`src/hdl/mandelbrot_escape_time_defines.svh`:
```
// assertion macros for the mandelbrot escape-time block
`ifndef MANDELBROT_ESCAPE_TIME_DEFINES_SVH
`define MANDELBROT_ESCAPE_TIME_DEFINES_SVH

`ifndef ASSERT_OFF
`define MBROT_ASSERT_IMP(name, ante, cons) \
  name: assert property (@(posedge clk) disable iff (!rst_n) (ante) |-> (cons)) \
    else $error("mbrot check failed");
`define MBROT_ASSERT_NXT(name, ante, cons) \
  name: assert property (@(posedge clk) disable iff (!rst_n) (ante) |=> (cons)) \
    else $error("mbrot check failed");
`else
`define MBROT_ASSERT_IMP(name, ante, cons)
`define MBROT_ASSERT_NXT(name, ante, cons)
`endif

`endif

```
`src/hdl/mbrot_pkg.sv`:
```
// types, constants and helpers for the mandelbrot escape-time block
package mbrot_pkg;

  localparam int COORD_W   = 32;
  localparam int PROD_W    = 2 * COORD_W;
  localparam int LIMIT_W   = 16;
  localparam int CNT_W     = LIMIT_W + 1;
  localparam int MAG_W     = 40;
  localparam int CFG_W     = 16;
  localparam int CFG_IDX_W = 1;

  localparam logic [CFG_IDX_W-1:0] CFG_IDX_LIMIT   = 1'd0;
  localparam logic [CFG_IDX_W-1:0] CFG_IDX_BAILOUT = 1'd1;

  localparam logic [LIMIT_W-1:0] LIMIT_RESET   = 16'd2000;
  localparam logic               BAILOUT_RESET = 1'b1;

  // escape thresholds as integers, scaled by the fraction bits in use
  localparam logic [7:0] BAIL_BASE  = 8'd4;
  localparam logic [7:0] BAIL_EXTRA = 8'd124;

  typedef struct packed {
    logic signed [COORD_W-1:0] c_real;
    logic signed [COORD_W-1:0] c_imag;
  } in_item_t;

  typedef struct packed {
    logic [CNT_W-1:0] iter_count;
    logic             inside_set;
    logic [MAG_W-1:0] final_magnitude_sq;
  } out_item_t;

  typedef enum logic [2:0] {
    ST_IDLE,
    ST_SQX,
    ST_SQY,
    ST_MXY,
    ST_CHK
  } state_t;

  function automatic logic signed [COORD_W-1:0] sat_coord(input logic signed [PROD_W-1:0] v);
    logic signed [PROD_W-1:0] hi;
    logic signed [PROD_W-1:0] lo;
    hi = PROD_W'({1'b0, {(COORD_W-1){1'b1}}});
    lo = -hi - PROD_W'(1);
    if (v > hi) begin
      sat_coord = {1'b0, {(COORD_W-1){1'b1}}};
    end else if (v < lo) begin
      sat_coord = {1'b1, {(COORD_W-1){1'b0}}};
    end else begin
      sat_coord = v[COORD_W-1:0];
    end
  endfunction

endpackage

```
`src/hdl/mandelbrot_escape_time.sv`:
```
// mandelbrot escape-time iteration for one point, top level
//
// Usage: drive in_data with a point c (two's complement, FRAC_BITS fraction
// bits) and raise start while busy is low; the item is taken at that edge.
// The block iterates z = z*z + c starting from z = c and returns one result
// on out_data, marked by a one-cycle out_valid strobe: the iteration count,
// the in-set flag and the final |z|^2 (saturated to 40 bits).
// Each iteration uses the single shared 32x32 multiplier in turn for
// x*x, y*y and x*y, then does the escape check and z update in ST_CHK.
// The strobe is registered when ST_CHK stops the loop; with the default
// limit of 2000, iter_count reaches at most 2001 (one past the limit).
// busy drops in the strobe cycle, so the next item may start right then.
// The receiver cannot stall: out_data is valid only during the strobe.
// cfg_we writes iteration_limit (index 0) or large_bailout (index 1);
// writes are meant for idle periods only.
// Reset (rst_n low, synchronous) returns to idle, drops the strobe and
// sets iteration_limit to 2000 and large_bailout to 1.
`include "mandelbrot_escape_time_defines.svh"

module mandelbrot_escape_time #(
  parameter int FRAC_BITS = 28
) (
  input  logic                                  clk,
  input  logic                                  rst_n,
  input  logic                                  start,
  output logic                                  busy,
  input  mbrot_pkg::in_item_t                   in_data,
  output logic                                  out_valid,
  output mbrot_pkg::out_item_t                  out_data,
  input  logic                                  cfg_we,
  input  logic [mbrot_pkg::CFG_IDX_W-1:0]       cfg_index,
  input  logic [mbrot_pkg::CFG_W-1:0]           cfg_data
);
  import mbrot_pkg::*;

  state_t state_r, state_nxt;
  logic   out_valid_r, out_valid_nxt;
  logic [LIMIT_W-1:0] limit_r, limit_nxt;
  logic               bail_r, bail_nxt;

  logic signed [COORD_W-1:0] x_r, x_nxt;
  logic signed [COORD_W-1:0] y_r, y_nxt;
  logic signed [COORD_W-1:0] cr_r, cr_nxt;
  logic signed [COORD_W-1:0] ci_r, ci_nxt;
  logic signed [PROD_W-1:0]  xx_r, xx_nxt;
  logic signed [PROD_W-1:0]  yy_r, yy_nxt;
  logic [CNT_W-1:0]          count_r, count_nxt;
  out_item_t                 out_data_r, out_data_nxt;

  logic signed [COORD_W-1:0] mul_a;
  logic signed [COORD_W-1:0] mul_b;
  logic signed [PROD_W-1:0]  prod;

  logic [PROD_W-1:0]  mag_sum;
  logic [PROD_W-1:0]  mag_full;
  logic [PROD_W-1:0]  thresh;
  logic [MAG_W-1:0]   mag_sat;
  logic [CNT_W-1:0]   limit_ext;
  logic               stop;
  logic signed [PROD_W-1:0] nx_wide;
  logic signed [PROD_W-1:0] ny_wide;

  mbrot_mul u_mul (
    .clk    (clk),
    .op_a   (mul_a),
    .op_b   (mul_b),
    .prod_r (prod)
  );

  // operand select: x*x, then y*y, then x*y
  assign mul_a = (state_r == ST_SQY) ? y_r : x_r;
  assign mul_b = (state_r == ST_SQX) ? x_r : y_r;

  assign mag_sum   = $unsigned(xx_r) + $unsigned(yy_r);
  assign mag_full  = mag_sum >> FRAC_BITS;
  assign thresh    = PROD_W'(bail_r ? (BAIL_BASE + BAIL_EXTRA) : BAIL_BASE) << FRAC_BITS;
  assign mag_sat   = (|mag_full[PROD_W-1:MAG_W]) ? {MAG_W{1'b1}} : mag_full[MAG_W-1:0];
  assign limit_ext = {1'b0, limit_r};
  assign stop      = (count_r > limit_ext) || (mag_full > thresh);

  // prod holds x*y during the check cycle
  assign nx_wide = (xx_r >>> FRAC_BITS) - (yy_r >>> FRAC_BITS) + PROD_W'(cr_r);
  assign ny_wide = (prod >>> (FRAC_BITS - 1)) + PROD_W'(ci_r);

  always_comb begin
    state_nxt     = state_r;
    out_valid_nxt = 1'b0;
    limit_nxt     = limit_r;
    bail_nxt      = bail_r;
    x_nxt         = x_r;
    y_nxt         = y_r;
    cr_nxt        = cr_r;
    ci_nxt        = ci_r;
    xx_nxt        = xx_r;
    yy_nxt        = yy_r;
    count_nxt     = count_r;
    out_data_nxt  = out_data_r;

    if (cfg_we) begin
      case (cfg_index)
        CFG_IDX_LIMIT:   limit_nxt = cfg_data[LIMIT_W-1:0];
        CFG_IDX_BAILOUT: bail_nxt  = cfg_data[0];
        default: ;
      endcase
    end

    case (state_r)
      ST_IDLE: begin
        if (start) begin
          x_nxt     = in_data.c_real;
          y_nxt     = in_data.c_imag;
          cr_nxt    = in_data.c_real;
          ci_nxt    = in_data.c_imag;
          count_nxt = '0;
          state_nxt = ST_SQX;
        end
      end
      ST_SQX: begin
        state_nxt = ST_SQY;
      end
      ST_SQY: begin
        xx_nxt    = prod;
        state_nxt = ST_MXY;
      end
      ST_MXY: begin
        yy_nxt    = prod;
        state_nxt = ST_CHK;
      end
      ST_CHK: begin
        if (stop) begin
          out_valid_nxt                   = 1'b1;
          out_data_nxt.iter_count         = count_r;
          out_data_nxt.inside_set         = (count_r == limit_ext + CNT_W'(1));
          out_data_nxt.final_magnitude_sq = mag_sat;
          state_nxt                       = ST_IDLE;
        end else begin
          x_nxt     = sat_coord(nx_wide);
          y_nxt     = sat_coord(ny_wide);
          count_nxt = count_r + CNT_W'(1);
          state_nxt = ST_SQX;
        end
      end
      default: begin
        state_nxt = ST_IDLE;
      end
    endcase
  end

  always_ff @(posedge clk) begin
    if (!rst_n) begin
      state_r     <= ST_IDLE;
      out_valid_r <= 1'b0;
      limit_r     <= LIMIT_RESET;
      bail_r      <= BAILOUT_RESET;
    end else begin
      state_r     <= state_nxt;
      out_valid_r <= out_valid_nxt;
      limit_r     <= limit_nxt;
      bail_r      <= bail_nxt;
    end
    x_r        <= x_nxt;
    y_r        <= y_nxt;
    cr_r       <= cr_nxt;
    ci_r       <= ci_nxt;
    xx_r       <= xx_nxt;
    yy_r       <= yy_nxt;
    count_r    <= count_nxt;
    out_data_r <= out_data_nxt;
  end

  assign busy      = (state_r != ST_IDLE);
  assign out_valid = out_valid_r;
  assign out_data  = out_data_r;

  `MBROT_ASSERT_NXT(a_start_enters_loop, start && !busy, state_r == ST_SQX)
  `MBROT_ASSERT_IMP(a_strobe_only_idle, out_valid_r, state_r == ST_IDLE)
  `MBROT_ASSERT_NXT(a_count_steps, (state_r == ST_CHK) && !stop, (state_r == ST_SQX) && (count_r == $past(count_r) + CNT_W'(1)))
  `MBROT_ASSERT_IMP(a_count_bound, out_valid_r, out_data_r.iter_count <= limit_ext + CNT_W'(1))

endmodule

```
`src/hdl/mbrot_mul.sv`:
```
// shared signed multiplier with registered product
module mbrot_mul (
  input  logic                                     clk,
  input  logic signed [mbrot_pkg::COORD_W-1:0]     op_a,
  input  logic signed [mbrot_pkg::COORD_W-1:0]     op_b,
  output logic signed [mbrot_pkg::PROD_W-1:0]      prod_r
);
  import mbrot_pkg::*;

  logic signed [PROD_W-1:0] prod_nxt;

  assign prod_nxt = PROD_W'(op_a) * PROD_W'(op_b);

  always_ff @(posedge clk) begin
    prod_r <= prod_nxt;
  end

endmodule

```
`config.mk`:
```
export PLATFORM = sky130hd
export DESIGN_NAME = mandelbrot_escape_time
export DESIGN_NICKNAME = d
export VERILOG_FILES = /design/src/hdl/mbrot_pkg.sv /design/src/hdl/mandelbrot_escape_time.sv /design/src/hdl/mbrot_mul.sv
export VERILOG_INCLUDE_DIRS = /design/src /design/src/hdl
export SDC_FILE = /design/constraint.sdc
export NUM_CORES = 2
export LEC_CHECK = 0
export BUFFER_PORTS_ARGS = -buffer_cell sky130_fd_sc_hd__buf_2
export CORE_ASPECT_RATIO = 0.9
export CORE_UTILIZATION = 38
export DETAILED_ROUTE_END_ITERATION = 12
export HOLD_SLACK_MARGIN = 0.02
export PLACE_DENSITY = 0.53
export SETUP_SLACK_MARGIN = 0.15
export SYNTH_ARGS = -nofsm -noshare
export SYNTH_HDL_FRONTEND = slang
export SYNTH_SLANG_ARGS = --single-unit
export TNS_END_PERCENT = 10
```
`constraint.sdc`:
```
create_clock -name clk -period 13 [get_ports clk]
set_clock_uncertainty 0.1 [all_clocks]
set_input_delay 1.95 -clock clk [delete_from_list [all_inputs] [get_ports clk]]
set_output_delay 1.95 -clock clk [all_outputs]
set_load 0.03 [all_outputs]
```
=== After elaboration in Yosys (flattened, before gate mapping) ===
Index checks and enable logic that the tools add are counted.

* Flip-flop bits (word level): 412
* Input bits: 85
* Output and inout bits: 60
* Logic and storage cells: 66

* $add $sub $neg: 6
* $mul: 1
* Order comparisons: 6
* Eq/ne operators: 7
* Muxes and demuxes: 20
* Bitwise operators: 1
* Reduce and logical (&&, ||, !) cells: 10

{| class="wikitable"
|+ Operators by type and width
! cell !! number
|-
| 2-to-1 mux 32 bit || 10
|-
| case mux 32 bit (2 select lines) || 2
|-
| adder 37 x 32 -> 38 bit || 2
|-
| > comparator 38 x 32 -> 1 bit (second input constant) || 2
|-
| < comparator 38 x 32 -> 1 bit (second input constant) || 2
|-
| adder 64 bit || 1
|-
| multiplier 32 x 32 -> 64 bit || 1
|-
| subtractor 36 x 36 -> 37 bit || 1
|-
| > comparator 36 bit || 1
|-
| 2-to-1 mux 17 bit || 2
|-
| case mux 17 bit (2 select lines) || 1
|-
| adder 16 x 1 -> 17 bit (second input constant) || 1
|-
| adder 17 x 1 -> 17 bit (second input constant) || 1
|-
| == test 17 bit || 1
|-
| > comparator 17 x 16 -> 1 bit || 1
|-
| case mux 3 bit (5 select lines) || 1
|-
| AND reduction 2 bit || 5
|-
| 2-to-1 mux 8 bit || 1
|-
| == test 3 x 2 -> 1 bit (second input constant) || 2
|-
| != test 2 bit (second input constant) || 2
|-
| == test 3 x 1 -> 1 bit (second input constant) || 1
|-
| == test 3 bit (second input constant) || 1
|-
| logical NOT 3 bit || 1
|-
| 2-to-1 mux 3 bit || 1
|-
| 6 further kinds || 7
|}

=== Depth between registers and ports, before layout ===
* Depth after elaboration: 7
* Depth in mapped cells: 36
* Gate-level depth less buffers: 31

=== By module ===
From an unflattened synthesis, not the netlist that was laid out.

* Cell total of the unflattened synthesis: 6,108
* Area, all modules: 59,940.0 um^2

{| class="wikitable"
|+ Modules (own cells, without submodules)
! module !! instances !! cells each !! area each (um^2) !! seq. area each (um^2)
|-
| mbrot_mul || 1 || 3,935 || 37,521.0 || 1,281.2
|-
| mandelbrot_escape_time || 1 || 2,173 || 22,419.0 || 10,239.8
|}

=== Worst setup path before layout ===
OpenSTA, ideal clock, no wires.

* Path kind: register to register
* Start point: reg state_r[1]
* End point: reg u_mul.prod_r[59] (netlist name)
* Library setup time: 0.125 ns
* Arrival time: 11.204 ns
* Path slack: 1.571 ns
* Cell stages (with the launch flop): 34
* Path buffers: 5
* Cell sequence: dfxtp_1 > clkbuf_1 > nor3b_1 > clkbuf_1 > buf_1 > mux2i_1 > clkbuf_1 > nor2_1 > fa_1 > inv_1 > fa_1 > inv_1 > fa_1 > fa_1 > inv_1 > fa_1 > inv_1 > fa_1 > fa_1 > inv_1 > fa_1 > inv_1 > ha_1 > clkbuf_1 > a21oi_1 > nor2b_1 > o21ai_0 > nand2b_1 > or3b_2 > a211oi_1 > a211oi_1 > a211o_1 > a21oi_1 > xnor2_1

* Cells in the longest elaborated chain, start to end: 3
* Elaborated cells between the ends (all ways): 5

{| class="wikitable"
|+ RTL lines
! item !! line !! RTL
|-
| from (decl) || mandelbrot_escape_time.sv:36 || <nowiki>state_t state_r, state_nxt;</nowiki>
|-
| from (signal assigned) || mandelbrot_escape_time.sv:156 || <nowiki>state_r <= state_nxt;</nowiki>
|-
| == test 3 x 2 -> 1 bit / == test 3 x 1 -> 1 bit (equally long branches) || mandelbrot_escape_time.sv:71, mandelbrot_escape_time.sv:72 ||
|-
| 2-to-1 mux 32 bit (on tied branches) || mandelbrot_escape_time.sv:71, mandelbrot_escape_time.sv:72 ||
|-
| multiplier 32 x 32 -> 64 bit * || mbrot_mul.sv:12 || <nowiki>assign prod_nxt = PROD_W'(op_a) * PROD_W'(op_b);</nowiki>
|-
| via u_mul.prod_nxt[59] || mbrot_mul.sv:10 || <nowiki>logic signed [PROD_W-1:0] prod_nxt;</nowiki>
|-
| to (signal assigned) || mbrot_mul.sv:15 || <nowiki>prod_r <= prod_nxt;</nowiki>
|-
| to (decl) || mbrot_mul.sv:6 || <nowiki>output logic signed [mbrot_pkg::PROD_W-1:0] prod_r</nowiki>
|}

Mark *: on every way through the listed nets, which the timed path passes. The rest lies on a longest branch.
A chain may end at the register's enable or synchronous reset.

=== Worst setup path in the final report ===
* Start point: reg state_r[1]
* End point: reg u_mul.prod_r[60] (netlist name)

The elaborated chain is that of the path after synthesis.

==> metrics.txt <==
num ports=145; worst hold path type=reg -> reg; CP max-delay cell=buf_4; RSZ-0062 raised after global routing=no; vias in the first global route=~44000; Final period util=0.8248; Startpoint Class=flip-flop; Setup-failing EPs final=0; Crit Path Class=reg -> reg; Initial Utilization=0.3830; Post-CTS Setup Repair Bufs=0; Total GRT Usage=0.2493; CTS Buf Count=48; CTS clk-pin slew, worst paths=0.06 ns; Crit path largest cell delay=about 0.75 ns; R2R Path Start=state_r[1]$_SDFFE_PN0P_; crit end category=flip-flop; CTS Sinks=~410; pin count of the biggest net entering global routing=75; Post-Syn Area=58460 um^2; Core Box Area=around 150000 um^2; syn avg cell area=9.608 um^2; CTS Buffer Depth=3; Synth Register Bits=412; Post-Syn Instances=6085; via count=around 43000; Die X=415.5 um; critical path startpoint=state_r[1]$_SDFFE_PN0P_; CTS tree=yes; Final #Nets=7683; max-slew violations=0; initial antenna violation count=9; Seq/Total Area, Yosys=0.1971; # rows=136; ANT nets after route=0; global placement routability congestion=between 0.9 and 1; fmax=roughly 0.093 GHz; max cap viols=0; Clock Latency Late Sink=0.61 ns; final hold vios=0; Area Growth Syn to Fin=8.719%; commonest non-fill, non-tap cells in the layout=1225 x inv_1, 1119 x fa_1, 727 x nand2_1; DR iter-0 viols=3875; status=completed; die area=155400 um^2; global-route wire length before repair=288300 um; Ys Warns=0; remaining routing DRC violations=0; layout cells sized above 1=0.07042; clock root buffer=clkbuf_16; CTS Hold Bufs=0; final WL=193900 um; Synth Flop Type=edfxtp_1; Final HPWL DP=152400 um; PostCTS Resize Cnt=0; Setup TNS=0 ns; Slew headroom=0.1359; Post-synth EDFFs=approximately 330; asr flop ratio synth=0; Critical Path Most Common Cell=fa_1; die height=around 370 um; Hold Startpoint=u_mul.prod_r[18]$_DFF_P_; Critical Path RT=13.38 ns; Arr. time, crit path=11.10 ns; post-synth cell types=80; htree depth=2; minimum clock period=approximately 11 ns; WL/cell=23.71 um; commonest non-fill, non-tap cell in the layout=inv_1; worst-margin pin slew=1.269 ns; number of I/O port buffers=140; Initial DRT Pass Iterations=6; crit-path max FO=74; global route total overflow=0; vias per std cell=between 5 and 6
==> worst max-delay path: cells and delay by family, from the launching register on <==
family / cells / cell delay (ns)
adder cells (fa/ha/maj): 9 / 3.93
multiplexers: 2 / 0.46
flip-flops: 1 / 0.48
AND/OR/NAND/NOR: 5 / 0.95
buffers and inverters: 7 / 1.59
AO/OA/AOI/OAI: 7 / 2.74
==> flip-flops by register name (all words and copies together) (netlist names) <==
signal,cells
count_r,17
limit_r,16
bail_r,1
u_mul.prod_r,64
y_r,32
xx_r,64
out_data,54
x_r,32
ci_r,32
out_valid,1
yy_r,64
state_r,3
cr_r,32
==> final cells by class <==
class / instances / area [um^2]
Fill cell: 15063 / 89080
Sequential cell: 412 / 11520
Antenna cell: 2 / 5.005
Inverter: 1225 / 4598
Timing Repair Buffer: 221 / 1334
Clock buffer: 60 / 1328
Tap cell: 2001 / 2504
Clock inverter: 29 / 407.9
Multi-Input combinational cell: 4230 / 41860
==> per-layer routing <==
metal	vias up	global-route usage	wire (um)	share of wire
li1	19097	-	-	-
met1	22249	0.3566	85870	0.44
met2	1720	0.3832	84630	0.44
met3	313	0.04200	16050	0.083
met4	2	0.08106	7351	0.038
met5	-	0	13	0.000067
==> final timing paths <==
kind | endpoint | slack, ns | cells after the start
setup / recovery | u_mul.prod_r[60]$_DFF_P_ | 2.28 | 30
hold / removal | yy_r[18]$_DFFE_PP_ | 0.33 | 0
setup reg to reg | u_mul.prod_r[60]$_DFF_P_ | 2.28 | 30
hold reg to reg | yy_r[18]$_DFFE_PP_ | 0.33 | 0
==> synthesized netlist by cell type (27+ instances only) <==
library cell  number  area [um^2]
nor3_1            41        205.2
clkbuf_1         183        686.9
ha_1             341         4267
mux2i_1           69        690.7
o211ai_1          27        202.7
mux2_2            62        698.2
xnor2_1          128         1121
nor2_1           705         2646
dfxtp_1           85         1702
fa_1            1119        22400
nand4_1           43        269.0
a21o_1           102        765.7
inv_1           1225         4598
o21ai_0          157        785.8
xor2_1            65        569.3
nand2b_1          27        168.9
nand3_1           57        285.3
nand2_1          728         2733
a21oi_1          210         1051
edfxtp_1         327         9819
==> per-stage QoR <==
| stage | hold slack, ns | utilization | std cells | setup slack (ns) | cell area (um^2) |
|---|---|---|---|---|---|
| after CTS | 0.3262 | 0.4164 | 8178 | 2.333 | 63560 |
| after global routing | 0.3340 | 0.4164 | 8178 | 1.796 | 63560 |
| after detailed placement | 0.3117 | 0.4050 | 8089 | 2.357 | 61820 |
| after floorplan | 0.3037 | - | 6088 | 1.571 | 58470 |
| after global placement | 0.3086 | 0.4050 | 8089 | 2.519 | 61820 |
| final | 0.3268 | 0.4164 | 8180 | 2.278 | 63560 |
==> logic make-up (layout without fill, tap and decap cells) <==
logic type               count (synthesis)  in the layout  share of synthesized area
other                                    1              6                 0.00006414
adder cells (fa/ha/maj)               1460           1460                     0.4561
flip-flops                             412            412                     0.1971
AND/OR/NAND/NOR                       1733           1733                     0.1228
XOR/XNOR                               194            194                    0.02919
AO/OA/AOI/OAI                          708            708                    0.07752
buffers and inverters                 1446           1535                    0.09346
multiplexers                           131            131                    0.02376
Power is not shown: default switching activity piles up to over one toggle a cycle in this logic, so the estimate is an artifact.
